<file path="src/design/bfba_pkg.sv">
// ============================================================================
// bfba_pkg
// Shared types and constants for the best-fit block allocator.
// ============================================================================
`default_nettype none

package bfba_pkg;

    localparam int MAX_BLOCKS = 16;
    localparam int SIZE_W     = 16;
    localparam int BLK_W      = (MAX_BLOCKS > 1) ? $clog2(MAX_BLOCKS) : 1;
    localparam int CNT_W      = 5;
    localparam int IDX_W      = 4;
    localparam int FIELD_W    = 16;

    localparam logic MODE_LOAD  = 1'b0;
    localparam logic MODE_ALLOC = 1'b1;

    // request travelling down the cell chain with the best fit so far
    typedef struct packed {
        logic              valid;
        logic [SIZE_W-1:0] req;
        logic              hit;
        logic [SIZE_W-1:0] best_left;
        logic [BLK_W-1:0]  best_idx;
        logic [SIZE_W-1:0] best_orig;
    } t_scan;

    // write broadcast to all cells
    typedef struct packed {
        logic              en;
        logic              load;
        logic [BLK_W-1:0]  idx;
        logic [SIZE_W-1:0] data;
    } t_wr;

endpackage

`default_nettype wire

</file>
<file path="src/design/best_fit_block_allocator.sv">
// ============================================================================
// best_fit_block_allocator
// Best-fit allocator over a table of free blocks kept in a chain of cells.
// ============================================================================
// Load items write one block's size and are taken one per cycle, back to back,
// while no allocation is in flight. An allocation item runs down the chain of
// MAX_BLOCKS cells, one cell per cycle, and then writes the leftover back once
// the result register is free (S_DONE); no new item is taken until that
// write. Only allocations return a result item. The table and block_count
// clear at reset.
`default_nettype none

module best_fit_block_allocator (
    input  wire logic                        i_clk,
    input  wire logic                        i_rst_n,
    input  wire logic                        i_cfg_wr_en,
    input  wire logic [bfba_pkg::CNT_W-1:0]  i_cfg_wr_data,
    input  wire logic                        i_in_valid,
    output      logic                        o_in_ready,
    input  wire logic                        i_mode,
    input  wire logic [bfba_pkg::IDX_W-1:0]  i_block_index,
    input  wire logic [bfba_pkg::FIELD_W-1:0] i_size_value,
    output      logic                        o_out_valid,
    input  wire logic                        i_out_ready,
    output      logic                        o_found,
    output      logic [bfba_pkg::IDX_W-1:0]  o_chosen_block,
    output      logic [bfba_pkg::FIELD_W-1:0] o_original_size,
    output      logic [bfba_pkg::FIELD_W-1:0] o_leftover
);

    typedef enum logic [1:0] {
        S_IDLE,
        S_SCAN,
        S_DONE
    } t_state;

    t_state                        r_state;
    logic [bfba_pkg::CNT_W-1:0]    r_count;
    bfba_pkg::t_scan               r_res;
    logic                          r_out_valid;
    logic                          r_found;
    logic [bfba_pkg::IDX_W-1:0]    r_chosen;
    logic [bfba_pkg::FIELD_W-1:0]  r_orig;
    logic [bfba_pkg::FIELD_W-1:0]  r_left;

    bfba_pkg::t_scan               tok_chain [bfba_pkg::MAX_BLOCKS];
    logic [bfba_pkg::MAX_BLOCKS-1:0] chain_vld;
    bfba_pkg::t_scan               launch;
    bfba_pkg::t_wr                 wr;
    logic                          accept;
    logic                          out_free;
    logic                          done_fire;
    logic [bfba_pkg::SIZE_W-1:0]   size_in;

    assign o_in_ready = (r_state == S_IDLE);
    assign accept     = i_in_valid && o_in_ready;
    assign out_free   = !r_out_valid || i_out_ready;
    assign done_fire  = (r_state == S_DONE) && out_free;
    assign size_in    = bfba_pkg::SIZE_W'(i_size_value);

    always_comb begin
        launch           = '0;
        launch.valid     = accept && (i_mode == bfba_pkg::MODE_ALLOC);
        launch.req       = size_in;
    end

    always_comb begin
        wr = '0;
        if (accept && (i_mode == bfba_pkg::MODE_LOAD)) begin
            wr.en   = (32'(i_block_index) < 32'(bfba_pkg::MAX_BLOCKS));
            wr.load = 1'b1;
            wr.idx  = bfba_pkg::BLK_W'(i_block_index);
            wr.data = size_in;
        end else if (done_fire && r_res.hit) begin
            wr.en   = 1'b1;
            wr.load = 1'b0;
            wr.idx  = r_res.best_idx;
            wr.data = r_res.best_left;
        end
    end

    for (genvar j = 0; j < bfba_pkg::MAX_BLOCKS; j++) begin : g_cell
        bfba_pkg::t_scan tok_in;
        if (j == 0) begin : g_head
            assign tok_in = launch;
        end else begin : g_body
            assign tok_in = tok_chain[j-1];
        end
        bfba_cell u_cell (
            .i_clk      (i_clk),
            .i_rst_n    (i_rst_n),
            .i_cell_idx (bfba_pkg::BLK_W'(j)),
            .i_active   (32'(r_count) > 32'(j)),
            .i_wr       (wr),
            .i_tok      (tok_in),
            .o_tok      (tok_chain[j])
        );
        assign chain_vld[j] = tok_chain[j].valid;
    end

    always_ff @(posedge i_clk) begin
        if (!i_rst_n) begin
            r_state     <= S_IDLE;
            r_count     <= '0;
            r_out_valid <= 1'b0;
        end else begin
            if (i_cfg_wr_en) begin
                r_count <= i_cfg_wr_data;
            end
            if (r_out_valid && i_out_ready) begin
                r_out_valid <= 1'b0;
            end
            unique case (r_state)
                S_IDLE: begin
                    if (launch.valid) begin
                        r_state <= S_SCAN;
                    end
                end
                S_SCAN: begin
                    if (tok_chain[bfba_pkg::MAX_BLOCKS-1].valid) begin
                        r_state <= S_DONE;
                    end
                end
                S_DONE: begin
                    if (out_free) begin
                        r_out_valid <= 1'b1;
                        r_state     <= S_IDLE;
                    end
                end
                default: begin
                    r_state <= S_IDLE;
                end
            endcase
        end
        if ((r_state == S_SCAN) && tok_chain[bfba_pkg::MAX_BLOCKS-1].valid) begin
            r_res <= tok_chain[bfba_pkg::MAX_BLOCKS-1];
        end
        if (done_fire) begin
            r_found <= r_res.hit;
            if (r_res.hit) begin
                r_chosen <= bfba_pkg::IDX_W'(r_res.best_idx);
                r_orig   <= bfba_pkg::FIELD_W'(r_res.best_orig);
                r_left   <= bfba_pkg::FIELD_W'(r_res.best_left);
            end else begin
                r_chosen <= '0;
                r_orig   <= '0;
                r_left   <= '0;
            end
        end
    end

    assign o_out_valid     = r_out_valid;
    assign o_found         = r_found;
    assign o_chosen_block  = r_chosen;
    assign o_original_size = r_orig;
    assign o_leftover      = r_left;

    a_one_request: assert property (@(posedge i_clk) disable iff (!i_rst_n)
        $onehot0(chain_vld))
        else $error("more than one request in the cell chain");

    a_idle_empty: assert property (@(posedge i_clk) disable iff (!i_rst_n)
        (r_state == S_IDLE) |-> (chain_vld == '0))
        else $error("request in the chain while idle");

    a_miss_zero: assert property (@(posedge i_clk) disable iff (!i_rst_n)
        (o_out_valid && !o_found) |->
        (o_chosen_block == '0 && o_original_size == '0 && o_leftover == '0))
        else $error("no-fit item carries nonzero fields");

    a_left_bound: assert property (@(posedge i_clk) disable iff (!i_rst_n)
        (o_out_valid && o_found) |-> (o_leftover <= o_original_size))
        else $error("leftover exceeds original size");

endmodule

`default_nettype wire

</file>
<file path="src/design/bfba_cell.sv">
// ============================================================================
// bfba_cell
// One block of the free table: holds current and original size, checks the
// passing request against its size and hands the best fit to the next cell.
// ============================================================================
`default_nettype none

module bfba_cell (
    input  wire logic                       i_clk,
    input  wire logic                       i_rst_n,
    input  wire logic [bfba_pkg::BLK_W-1:0] i_cell_idx,
    input  wire logic                       i_active,
    input  wire bfba_pkg::t_wr              i_wr,
    input  wire bfba_pkg::t_scan            i_tok,
    output      bfba_pkg::t_scan            o_tok
);

    logic [bfba_pkg::SIZE_W-1:0] r_cur;
    logic [bfba_pkg::SIZE_W-1:0] r_orig;
    bfba_pkg::t_scan             r_tok;
    bfba_pkg::t_scan             n_tok;
    logic [bfba_pkg::SIZE_W-1:0] left;
    logic                        fits;
    logic                        take;
    logic                        wr_hit;

    assign left   = r_cur - i_tok.req;
    assign fits   = i_tok.valid && i_active && (r_cur >= i_tok.req);
    assign take   = fits && (!i_tok.hit || (left <= i_tok.best_left));
    assign wr_hit = i_wr.en && (i_wr.idx == i_cell_idx);

    always_comb begin
        n_tok = i_tok;
        if (take) begin
            n_tok.hit       = 1'b1;
            n_tok.best_left = left;
            n_tok.best_idx  = i_cell_idx;
            n_tok.best_orig = r_orig;
        end
    end

    always_ff @(posedge i_clk) begin
        if (!i_rst_n) begin
            r_cur       <= '0;
            r_orig      <= '0;
            r_tok.valid <= 1'b0;
        end else begin
            if (wr_hit) begin
                r_cur <= i_wr.data;
                if (i_wr.load) begin
                    r_orig <= i_wr.data;
                end
            end
            r_tok.valid <= n_tok.valid;
        end
        r_tok.req       <= n_tok.req;
        r_tok.hit       <= n_tok.hit;
        r_tok.best_left <= n_tok.best_left;
        r_tok.best_idx  <= n_tok.best_idx;
        r_tok.best_orig <= n_tok.best_orig;
    end

    assign o_tok = r_tok;

endmodule

`default_nettype wire

</file>
<file path="config.mk">
export PLATFORM = sky130hd
export DESIGN_NAME = best_fit_block_allocator
export DESIGN_NICKNAME = d
export VERILOG_FILES = /design/src/design/bfba_pkg.sv /design/src/design/best_fit_block_allocator.sv /design/src/design/bfba_cell.sv
export SDC_FILE = /design/constraint.sdc
export NUM_CORES = 2
export LEC_CHECK = 0
export BUFFER_PORTS_ARGS = -buffer_cell sky130_fd_sc_hd__clkbuf_2
export CORE_MARGIN = 1.5
export CORE_UTILIZATION = 57
export DETAILED_ROUTE_END_ITERATION = 10
export PLACE_DENSITY = 0.85
export SLEW_MARGIN = 20
export SYNTH_ARGS = -nofsm -noshare
export SYNTH_HDL_FRONTEND = slang
export SYNTH_SLANG_ARGS = --single-unit
export TNS_END_PERCENT = 20
</file>
<file path="constraint.sdc">
create_clock -name i_clk -period 4.48 [get_ports i_clk]
set_input_delay 0.224 -clock i_clk [delete_from_list [all_inputs] [get_ports i_clk]]
set_output_delay 0.224 -clock i_clk [all_outputs]
set_load 0.01 [all_outputs]
</file>
==> reports/metrics.csv <==
stage;metric;value;unit
timing;Fin. Hold Viols;4;
floorplan;Core ar.;110800;µm²
run;max_cap viols;0;
timing;min Tclk post-route;4.476;ns
place;placed cell area;66520;µm²
layout;Post-Route Utilization;0.6599;
layout;register area;29340;µm²
timing;Worst Max-Slew Pin Slew;1.134;ns
synthesis;top_reg_cell synth;dfxtp_1;
floorplan;Die Y;337.6;µm
clocking;Clock transition at path regs;0.06;ns
synthesis;total number of yosys warnings;0;
synthesis;Post-synth EDFFs;74;
detailed_routing;Remaining DRCs;0;
synthesis;most common library cells after synthesis;dfxtp_1, inv_1, nand2_1, ha_1, mux2_2;
layout;design area;73130;µm²
clocking;Max H-tree Level;4;
synthesis;synthesized instance count;6352;
critical_path;Worst EP arrival;5.11;ns
power_and_ir_drop;Leak Pwr;0.03380;µW
synthesis;synthesized area per cell;10.05;µm²
synthesis;fraction of registers with async set/reset;0;
detailed_routing;First DRT Iteration DRCs;4067;
place;global placement routability congestion;0.9783;
synthesis;cell with the most instances after synthesis;dfxtp_1;
synthesis;top cell type's share of synthesized area;0.4243;
clocking;Clock Latency Late Sink;0.77;ns
place;PortBufs;69;
grt;total track usage;0.2896;
detailed_routing;wire per inst;21.63;µm
critical_path;CP max FO;7;
hold_path;hold crit path type;input port to flop;
critical_path;worst path required time;5.12;ns
timing;RSZ-0062 raised after global routing;yes;
grt;gr ovfl total;0;
detailed_routing;Vias/cell;5.912;
power_and_ir_drop;worst vdd rail ir drop;0.3684;mV
timing;Pins Over Slew Limit;0;
timing;Final Cycle Share;0.9991;
run_status;violated checks;hold timing;
timing;final setup vio count;0;
synthesis;Unique masters post-synth;83;
detailed_routing;Vias;48030;
synthesis;Synth Register Bits;1427;
place;DP HPWL;116.5;mm
synthesis;syn nets;6895;
synthesis;synthesized area;63830;µm²
floorplan;Die Footprint;114000;µm²
layout;Nets;7056;
grt;initial antenna violation count;4;
clocking;Max Root-Sink Buffers;3;
hold_path;Hold Path Stages;2;
clocking;CTS tree;built;
synthesis;sequential cell area fraction in the yosys report;0.4592;
detailed_routing;final WL;175.7;mm
floorplan;I/O pin count;70;
floorplan;Die W;337.6;µm
floorplan;Initial Util;0.5760;
synthesis;largest cells by area after synthesis;dfxtp_1, ha_1, mux2_2;
critical_path;critical path class;flop to flop;
critical_path;Reg2Reg Depth;20;
run_status;status;complete, but fails checks;
timing;Setup TNS;0;ns
detailed_routing;TritonRoute pass-1 iters;6;
synthesis;top cell type by total area after synthesis;dfxtp_1;
timing;Worst slew margin;0.2425;
grt;largest net degree at the start of global routing;135;
clocking;TritonCTS Buffers;145;
critical_path;Crit. End Element;flop;
grt;vias in the first global route;46880;
clocking;Sink Count;1427;
critical_path;startpoint types;flop;
timing;Fin Hold WS;-0.03609;ns
floorplan;row cnt;122;
layout;share of post-route cells with drive strength above 1;0.1677;
clocking;clk root buf;clkbuf_16;
layout;Multi-input gate area;32330;µm²
timing;Setup Skew;0.02961;ns
timing;fmax;223.4;MHz
layout;Fill cells;8047;
power_and_ir_drop;Power Density;373.4;nW/µm²
layout;Area Growth Syn to Fin;14.57;%
grt;first-pass GRT wire length;258.6;mm
detailed_routing;ANT nets after route;0;
[per-layer routing]
layer / GRT usage / up-vias / routed length, µm / share of wire
met5: 0 / - / 28 / 0.00016
met2: 0.4850 / 1875 / 83020 / 0.47
met3: 0.04749 / 529 / 12530 / 0.071
li1: - / 22280 / - / -
met1: 0.3636 / 23340 / 70960 / 0.40
met4: 0.1373 / 4 / 9122 / 0.052
[path summary, 6_finish.rpt]
kind	startpoint	endpoint	slack [ns]
max	g_cell[10].u_cell.o_tok[40]	g_cell[11].u_cell.o_tok[14]	0.004
min	i_rst_n	g_cell[2].u_cell.r_cur[2]	-0.04
max reg2reg	g_cell[10].u_cell.o_tok[40]	g_cell[11].u_cell.o_tok[14]	0.004
min reg2reg	g_cell[3].u_cell.o_tok[39]	g_cell[4].u_cell.o_tok[39]	0.34
[cells in the final DEF, fill, tap and decap left out, types with 106 or more instances in the layout]
cell and n:
mux2i_1 164, ha_1 486, a21o_1 106, mux2_2 370
buf_4 136, o211a_1 260, xnor2_1 145, nor2_1 250
nand2_1 546, a21oi_1 279, nor2b_1 251, dfxtp_1 1338
inv_1 572, clkbuf_16 159, o21ai_0 156
[flip-flops by register name, indices dropped and copies added (netlist names)]
name and cells:
r_state 2, g_cell.u_cell.o_tok 833, r_res 37, g_cell.u_cell.r_orig 256, g_cell.u_cell.r_cur 256, o_out_valid 1
o_leftover 16, o_original_size 16, r_count 5, o_chosen_block 4, o_found 1
[per-stage QoR]
stage | setup WS, ns | std cells | hold slack [ns] | total power (µW)
after floorplan | 0.1178 | 6352 | 0.2517 | 14490
final | 0.003828 | 8123 | -0.03609 | 27310
after global placement | -0.1651 | 7788 | 0.3345 | 14990
after detailed placement | -0.2526 | 7788 | 0.3372 | 15060
after global routing | -0.1958 | 8119 | 0.02189 | 28070
after CTS | -0.001815 | 8081 | 0.0007931 | 27250
[report_power, final]
group,internal (µW),switching (µW),leakage (µW)
Clock,7190,5190,0.00237
Combinational,731,1120,0.0197
Sequential,12900,133,0.0117
Total,20900,6440,0.0338
[cells by family (layout without fill, tap and decap cells)]
family / Yosys count / in the layout / synth area share
AND/OR/NAND/NOR: 1529 / 1529 / 0.1167
flip-flops: 1427 / 1427 / 0.4592
AO/OA/AOI/OAI: 1241 / 1241 / 0.1404
buffers and inverters: 843 / 1121 / 0.05118
multiplexers: 603 / 603 / 0.1032
adder cells (fa/ha/maj): 512 / 512 / 0.1022
XOR/XNOR: 197 / 197 / 0.02703
other: 0 / 5 / 0
[critical path, stage by stage, from the launching register on]
cell,delay [ns]
dfxtp_2,0.37
inv_1,0.07
ha_1,0.36
o21a_1,0.14
o31a_1,0.16
o41ai_2,0.38
buf_4,0.20
o21ai_0,0.09
a211oi_1,0.27
nor2_1,0.10
ha_1,0.30
a21oi_1,0.17
nor2_1,0.07
a211oi_2,0.21
o21ai_1,0.08
or3_4,0.40
a31oi_4,0.21
buf_12,0.16
buf_12,0.11
clkbuf_16,0.16
mux2_4,0.31
[area by class of cell]
class,instances,share of cell area
Sequential cell,1427,0.4012
Clock buffer,211,0.05632
Timing Repair Buffer,280,0.03533
Inverter,577,0.02967
Tap cell,1488,0.02546
Multi-Input combinational cell,4082,0.4421
Antenna cell,5,0.0001711
Clock inverter,53,0.009770
[repair_timing]
item | in CTS | in global routing
endpoints found under the hold margin | 86 | 0
setup endpoints to repair | 126 | 482
hold buffers | 29 | 0
cloned | 0 | 14
pin swaps | 1 | 67
setup buffers | 0 | 23
resized for setup | 7 | 212
Power figures use the tool's default switching activity.
